$ cat config.mk
export PLATFORM = sky130hd
export DESIGN_NAME = wopi_front
export DESIGN_NICKNAME = d
export VERILOG_FILES = /design/src/wopi_pkg.sv /design/src/wopi_front.sv
export SDC_FILE = /design/constraint.sdc
export NUM_CORES = 2
export LEC_CHECK = 0
export ABC_AREA = 0
export BUFFER_PORTS_ARGS = -buffer_cell sky130_fd_sc_hd__buf_2
export CORE_MARGIN = 5
export CORE_UTILIZATION = 41
export DETAILED_ROUTE_END_ITERATION = 10
export MAX_ROUTING_LAYER = met4
export PLACE_DENSITY_LB_ADDON = 0.05
export SLEW_MARGIN = 20
export SYNTH_ARGS = -nofsm -noshare
export SYNTH_HDL_FRONTEND = slang
export SYNTH_SLANG_ARGS = --single-unit
$ cat constraint.sdc
create_clock -name clk -period 8.6 [get_ports clk]
set_clock_uncertainty 0.1 [all_clocks]
set_input_delay 0.86 -clock clk [delete_from_list [all_inputs] [get_ports clk]]
set_output_delay 0.86 -clock clk [all_outputs]
set_load 0.1 [all_outputs]
$ cat src/wopi_pkg.sv
// wopi_pkg: shared types, widths, register codes and constants
// of the wheel odometry pose integrator. Depends on nothing.
`timescale 1ns / 1ps
package wopi_pkg;

  // default width of a wrapped total difference
  localparam int DIST_WIDTH_DEF = 32;

  // field and datapath widths
  localparam int WORD_W   = 32;
  localparam int REG_W    = 23;
  localparam int DELTA_W  = 34;
  localparam int SUM_W    = 36;
  localparam int MULB_W   = 32;
  localparam int PROD_W   = SUM_W + MULB_W;
  localparam int DIV_W    = 82;
  localparam int DEN_W    = 26;
  localparam int DVS_W    = DEN_W + 16;
  localparam int CORD_W   = 34;
  localparam int CORD_N   = 30;
  localparam int KPART_W  = 23;

  // radians to binary angle, 16 fractional bits, split for the multiplier
  localparam logic [63:0] RAD_TO_BAM = 64'd44798133900178;
  localparam logic [KPART_W-1:0] K_LO = RAD_TO_BAM[KPART_W-1:0];
  localparam logic [KPART_W-1:0] K_HI = RAD_TO_BAM[2*KPART_W-1:KPART_W];

  localparam logic signed [CORD_W-1:0] CORDIC_GAIN = 34'sd652032874;
  localparam logic signed [CORD_W:0]   ONE_Q30     = 35'sd1073741824;

  // configuration register indexes
  typedef enum logic [1:0] {
    REG_TRACK_SPAN   = 2'd0,
    REG_BASE_EXTRA   = 2'd1,
    REG_MECANUM_MODE = 2'd2
  } reg_index_t;

  // one classified report on its way from front to back
  typedef struct packed {
    logic                    mecanum;
    logic signed [SUM_W-1:0] s_all;
    logic signed [SUM_W-1:0] ym;
    logic signed [SUM_W-1:0] num;
  } work_t;

  // cordic arctangent table, binary angle units
  function automatic logic [WORD_W-1:0] cordic_atan(input logic [4:0] idx);
    logic [WORD_W-1:0] v;
    unique case (idx)
      5'd0:  v = 32'h20000000;
      5'd1:  v = 32'h12E4051E;
      5'd2:  v = 32'h09FB385B;
      5'd3:  v = 32'h051111D4;
      5'd4:  v = 32'h028B0D43;
      5'd5:  v = 32'h0145D7E1;
      5'd6:  v = 32'h00A2F61E;
      5'd7:  v = 32'h00517C55;
      5'd8:  v = 32'h0028BE53;
      5'd9:  v = 32'h00145F2F;
      5'd10: v = 32'h000A2F98;
      5'd11: v = 32'h000517CC;
      5'd12: v = 32'h00028BE6;
      5'd13: v = 32'h000145F3;
      5'd14: v = 32'h0000A2FA;
      5'd15: v = 32'h0000517D;
      5'd16: v = 32'h000028BE;
      5'd17: v = 32'h0000145F;
      5'd18: v = 32'h00000A30;
      5'd19: v = 32'h00000518;
      5'd20: v = 32'h0000028C;
      5'd21: v = 32'h00000146;
      5'd22: v = 32'h000000A3;
      5'd23: v = 32'h00000051;
      5'd24: v = 32'h00000029;
      5'd25: v = 32'h00000014;
      5'd26: v = 32'h0000000A;
      5'd27: v = 32'h00000005;
      5'd28: v = 32'h00000003;
      5'd29: v = 32'h00000001;
      default: v = '0;
    endcase
    return v;
  endfunction

endpackage

$ cat src/wopi_front.sv
// wopi_front: accepts reports, picks step or total-difference deltas,
// forms kinematic sums and queues them. Depends on wopi_pkg.
`timescale 1ns / 1ps
module wopi_front #(
  parameter int DIST_WIDTH = wopi_pkg::DIST_WIDTH_DEF
) (
  input  logic                clk,
  input  logic                rst,
  input  logic                push,
  output logic                full,
  input  logic                mecanum_mode,
  input  logic [31:0]         sequence_req,
  input  logic signed [31:0]  left_front_total,
  input  logic signed [31:0]  left_back_total,
  input  logic signed [31:0]  right_front_total,
  input  logic signed [31:0]  right_back_total,
  input  logic signed [31:0]  left_front_step,
  input  logic signed [31:0]  left_back_step,
  input  logic signed [31:0]  right_front_step,
  input  logic signed [31:0]  right_back_step,
  output logic                q_valid,
  output wopi_pkg::work_t     q_data,
  input  logic                q_pop
);

  localparam int DW = wopi_pkg::DELTA_W;
  localparam int SW = wopi_pkg::SUM_W;

  logic               have_prev;
  logic [31:0]        prev_seq;
  logic signed [31:0] prev_tot [4];
  logic signed [31:0] tot [4];
  logic signed [31:0] stp [4];
  logic signed [32:0] diff [4];
  logic signed [DW-1:0] tdiff [4];
  logic signed [DW-1:0] d [4];
  logic signed [SW-1:0] e [4];
  logic               use_totals;
  logic               accept;
  wopi_pkg::work_t    rec;

  wopi_pkg::work_t    entry [2];
  logic               wr_ptr;
  logic               rd_ptr;
  logic [1:0]         count;

  assign tot[0] = left_front_total;
  assign tot[1] = left_back_total;
  assign tot[2] = right_front_total;
  assign tot[3] = right_back_total;
  assign stp[0] = left_front_step;
  assign stp[1] = left_back_step;
  assign stp[2] = right_front_step;
  assign stp[3] = right_back_step;

  assign accept     = push && !full;
  assign use_totals = have_prev && ((sequence_req - prev_seq) != 32'd1);

  // wheel deltas, total differences wrapped to DIST_WIDTH bits
  for (genvar k = 0; k < 4; k++) begin : g_delta
    assign diff[k] = 33'(tot[k]) - 33'(prev_tot[k]);
    if (DIST_WIDTH >= 33) begin : g_wide
      assign tdiff[k] = DW'(diff[k]);
    end else begin : g_wrap
      assign tdiff[k] = DW'($signed(diff[k][DIST_WIDTH-1:0]));
    end
    assign d[k] = use_totals ? tdiff[k] : DW'(stp[k]);
    assign e[k] = SW'(d[k]);
  end

  // kinematic sums, lateral term zero for differential drive
  always_comb begin
    rec.mecanum = mecanum_mode;
    rec.s_all   = e[0] + e[1] + e[2] + e[3];
    rec.ym      = mecanum_mode ? (e[1] + e[3] - e[0] - e[2]) : '0;
    rec.num     = mecanum_mode ? (e[1] + e[2] - e[0] - e[3])
                               : (e[2] + e[3] - e[0] - e[1]);
  end

  // previous report
  always_ff @(posedge clk) begin
    if (rst) begin
      have_prev <= 1'b0;
      prev_seq  <= '0;
      for (int k = 0; k < 4; k++) prev_tot[k] <= '0;
    end else if (accept) begin
      have_prev <= 1'b1;
      prev_seq  <= sequence_req;
      for (int k = 0; k < 4; k++) prev_tot[k] <= tot[k];
    end
  end

  // two-word queue toward the back
  assign full    = (count == 2'd2);
  assign q_valid = (count != 2'd0);
  assign q_data  = entry[rd_ptr];

  always_ff @(posedge clk) begin
    if (accept) entry[wr_ptr] <= rec;
  end

  always_ff @(posedge clk) begin
    if (rst) begin
      wr_ptr <= 1'b0;
      rd_ptr <= 1'b0;
      count  <= '0;
    end else begin
      if (accept) wr_ptr <= !wr_ptr;
      if (q_pop && q_valid) rd_ptr <= !rd_ptr;
      count <= count + 2'(accept) - 2'(q_pop && q_valid);
    end
  end

endmodule

Word level (Yosys, flattened, before mapping)

Memory sizes are Yosys's and may differ from the RTL's. A register that Yosys moved wholly into a read port is not among the register bits.
Index checks and enable logic that the tools add are counted.

Flip-flop bits (word level): 37
Memories: 2
RAM bits: 346
Word-level logic and storage cells: 57
Output and inout port bits: 111
Input bits: 293

Memory list:

| memory   | words | width | rd ports | clocked after Yosys merged registers in | write ports | RTL line         | source |
|---|---|---|---|---|---|---|---|
| entry    | 2     | 109   | 1        | 1                                       | 1           | wopi_front.sv:42 | `wopi_pkg::work_t entry [2];` |
| prev_tot | 4     | 32    | 4        | 0                                       | 4           | wopi_front.sv:31 | `logic signed [31:0] prev_tot [4];` |

Add/sub/neg operators: 19
Multiplexer cells: 18
Equal/unequal tests: 2
Reductions and logical operators: 7
Bitwise operators: 4

Operator list:

| operator                                       | count |
|---|---|
| subtractor 32 bit                              | 5 |
| adder 34 x 34 -> 35 bit                        | 4 |
| two-way mux 34 bit                             | 4 |
| two-way mux 32 bit                             | 4 |
| subtractor 35 x 34 -> 36 bit                   | 3 |
| two-way mux 36 bit                             | 2 |
| subtractor 36 x 34 -> 36 bit                   | 2 |
| adder 35 x 34 -> 36 bit                        | 1 |
| adder 36 x 34 -> 36 bit                        | 1 |
| subtractor 36 bit                              | 1 |
| != test 32 x 1 -> 1 bit, second input constant | 1 |
| two-way mux 1 bit                              | 8 |
| bitwise OR 1 bit                               | 4 |
| logical AND 1 bit                              | 3 |
| logical NOT 1 bit                              | 3 |
| adder 2 x 1 -> 2 bit                           | 1 |
| equality test 2 bit, second input constant     | 1 |
| nonzero test 2 bit                             | 1 |
| subtractor 2 x 1 -> 2 bit                      | 1 |

Longest topological paths before layout

Word-level depth: 8
Gate-level depth with buffers: 34

Worst setup path before layout

Ideal clock, no wire load.

Path type: input to register
From: input port sequence_req[0]
To: memory entry[0][105] in the netlist's numbering (data pin)
Setup slack: 0.519 ns
Required time: 8.217 ns
Setup time: 0.283 ns
Arrival: 7.698 ns
Stages: 30
Cell sequence: inv_1 ha_1 fa_1 nor2b_1 o31a_1 o211a_1 nor2_1 o311ai_1 nand3_1 a22oi_1 nand4b_1 o41a_1 buf_4 buf_2 mux2i_1 fa_1 inv_1 fa_1 ha_1 fa_1 a211o_1 a21oi_1 o21a_1 o311a_1 o311a_1 nor3_1 a41oi_1 a2111oi_0 a2111oi_0 xnor2_1

RTL lines:

| item               | RTL line         | source |
|---|---|---|
| start: declaration | wopi_front.sv:12 | `input logic [31:0] sequence_req,` |
| end: declaration   | wopi_front.sv:42 |  |

==> results_dict.tcl <==
set metrics [dict create \
    status "finished, final reports clean" \
    cts-root-buf "clkbuf_16" \
    htreeDepth 2 \
    synth_area_per_cell_um2 9.74 \
    ys_seq_area_frac 0.295 \
    first_pass_iters 7 \
    post-route-drc-count 0 \
    port_buffers 403 \
    yosys_warnings 0 \
    min_path_type "reg -> reg" \
    cp.required_ns 8.85 \
    crit_path_end_kind "flip-flop" \
    drv_cap 0 \
    synth_seq_cells 384 \
    relSlewSlack 0.368 \
    syn_nets 4737 \
    crit_path_max_fanout 11 \
    crit_buf_inv 7 \
    finalHoldViolCount 0 \
    cp.arrival_ns 8.32 \
    holdWs_ns 0.352 \
    cp.depth 32 \
    initial_utilization 0.413 \
    final_cells 5904 \
    fillers 8936 \
    finalMaxSlewViolations 0 \
    synth_top_cells_by_count "inv_1 (615), edfxtp_1 (346), ha_1 (301), a21oi_1 (262), fa_1 (258)" \
    dp_hpwl_mm 96.9 \
    grt_max_degree 97 \
    cp_common_cell "inv_1" \
    rows 111 \
    async_reset_ff_frac 0 \
    grt_usage 0.237 \
    cts_tree "yes" \
    core_area_um2 91700 \
    synth_area_um2 37900 \
    cts_setup_buffers 0 \
    dpl_worst_slack_ns -0.490 \
    die_x_um 314 \
    rsz0062_at_grt "no" \
    drive_gt1_frac 0.247 \
    synth_area_leaders "edfxtp_1 (27%), fa_1 (14%), ha_1 (9.9%)" \
    nNetsFinal 5518 \
    vias 29887 \
    area_growth_pct 21.0 \
    ios 404 \
    antenna_found_initial 31 \
    worst_pin_slew_ns 0.949 \
    synth_most_common_cell "inv_1" \
    r2r_cells 32 \
    gp_congestion 0.924 \
    cpMaxStageDelayCell "o41a_4" \
    crit_type "reg -> reg" \
    synth-edff-count 346 \
    drt_iter0_drc 1845 \
    cpPeakStageDelay_ns 0.61 \
    cts_max_path_buffers 3 \
    dp_cells 5803 \
    holdBufCountCts 0 \
    insertion_delay_ns 0.65 \
    ys.flop_type "edfxtp_1" \
    min_from "prev_seq[28]$_SDFFE_PP0P_" \
    grt_pass1_vias 29535 \
    timing.final.crit_share 0.939 \
    hold_path_depth 2 \
    clk_pin_slew_worst_paths_ns 0.05 \
    wl_mm 115 \
    grt_pass1_wl_mm 174 \
    synthDistinctLibCells 90 \
    setup_viol 0 \
    rr_startpoint "prev_seq[16]$_SDFFE_PP0P_" \
    synth_top_area_frac 0.274 \
    dieArea_um2 98500 \
    final_antenna_net_count 0 \
    routedWlPerCell_um 19.6 \
    period_minus_slack_ns 8.07 \
    die_h_um 314 \
    setup.worst_path.start_class "flip-flop" \
    crit_start "prev_seq[16]$_SDFFE_PP0P_" \
    synth_cells 3885 \
    grt-ovfl-total 0 \
    cts_buffers 47 \
    clkSinkCount 384 \
    fmax_mhz 124 \
    viasPerCell 5.06 \
    worst_slack_ns 0.527 \
    yosysTopAreaCell "edfxtp_1" \
    crit_family "compound AO/OA/AOI/OAI gates" \
]
## final timing paths
path	endpoint	slack (ns)
max reg2reg	entry[1][34]$_DFFE_PP_	0.53
max	entry[1][34]$_DFFE_PP_	0.53
min reg2reg	prev_seq[28]$_SDFFE_PP0P_	0.35
min	prev_seq[28]$_SDFFE_PP0P_	0.35
## timing repair
item,CTS,global route
endpoints found under the hold margin,0,0
endpoints found under the setup margin,0,68
gates resized for setup,0,17
## placed cells by master (no fill, tap or decap), types with 11 or more instances in the layout
master	Yosys	routed
a21o_1	104	104
or3_1	19	19
dfxtp_1	38	37
a31oi_1	28	28
edfxtp_1	346	346
o21ai_1	14	14
xor2_1	85	85
clkbuf_16	0	47
nand3b_1	11	11
ha_1	301	301
fa_1	258	258
mux2i_1	78	75
a211oi_1	28	28
nand2_1	220	220
a21oi_1	262	261
and3_1	22	21
buf_4	3	417
nand4_1	14	14
mux2_2	148	148
nor3b_1	11	11
nor3_1	59	58
a211o_1	12	12
clkinv_2	0	12
inv_2	33	33
inv_1	615	615
diode_2	0	14
nor2_1	157	155
or2_2	12	12
buf_2	15	402
nor2b_1	46	46
o21a_1	53	53
nand3_1	56	56
o211ai_1	16	16
nand2b_1	37	36
o21bai_1	29	29
o21ai_0	149	149
o31ai_1	16	16
and2_1	163	163
mux2_4	33	33
xnor2_1	157	157
## layout make-up
cell class	instances	area, µm²	share of cell area
antenna	14	35.0	0.000765
clock buffer	57	1220	0.0267
clock inverter	30	318	0.00694
inverter	649	2440	0.0532
multi-input combinational	2761	23900	0.523
sequential	384	11200	0.243
tap	1186	1480	0.0324
timing repair buffer	823	5220	0.114
## worst reg2reg max path, delay by kind of cell (launching register included)
kind | cells | cell delay [ns]
AOI/OAI and AO/OA | 14 | 3.35
xor gates and xnor gates | 1 | 0.17
adders and majority gates | 4 | 1.70
buffers and inverters | 7 | 0.91
DFF | 1 | 0.33
muxes | 1 | 0.30
and+or+nand+nor | 5 | 0.93
## per-stage QoR
stage | setup TNS (ns) | area [µm²] | utilization
3_3_place_gp | -11.48 | 44200 | 0.482
2_1_floorplan | 0 | 37900 | -
5_1_grt | 0 | 45800 | 0.500
4_1_cts | 0 | 45700 | 0.499
6_report | 0 | 45800 | 0.500
3_5_place_dp | -19.86 | 44200 | 0.482
## metal layers
layer / track usage / wire, µm / vias up
met3: 0.0308 / 5790 / 141
met1: 0.359 / 59200 / 14137
met2: 0.339 / 47600 / 688
li1: - / - / 14921
met4: 0.0514 / 2890 / 0
met5: - / 0 / -
## cell families after synthesis
kind of cell | count (synthesis) | share of synthesized area
AOI/OAI and AO/OA | 838 | 0.143
muxes | 261 | 0.0783
buffers and inverters | 740 | 0.0759
xor gates and xnor gates | 242 | 0.0560
adders and majority gates | 561 | 0.236
and+or+nand+nor | 859 | 0.116
DFF | 384 | 0.295
## registers in the layout, summed over array words and instances, names as in the netlist, named ones only
| name | flops |
|---|---|
| entry | 218 |
| prev_tot | 128 |
| prev_seq | 32 |
| count | 2 |
| have_prev | 1 |
| rd_ptr | 1 |
| wr_ptr | 1 |
Power is not shown: default switching activity piles up to over one toggle a cycle in this logic, so the estimate is an artifact.
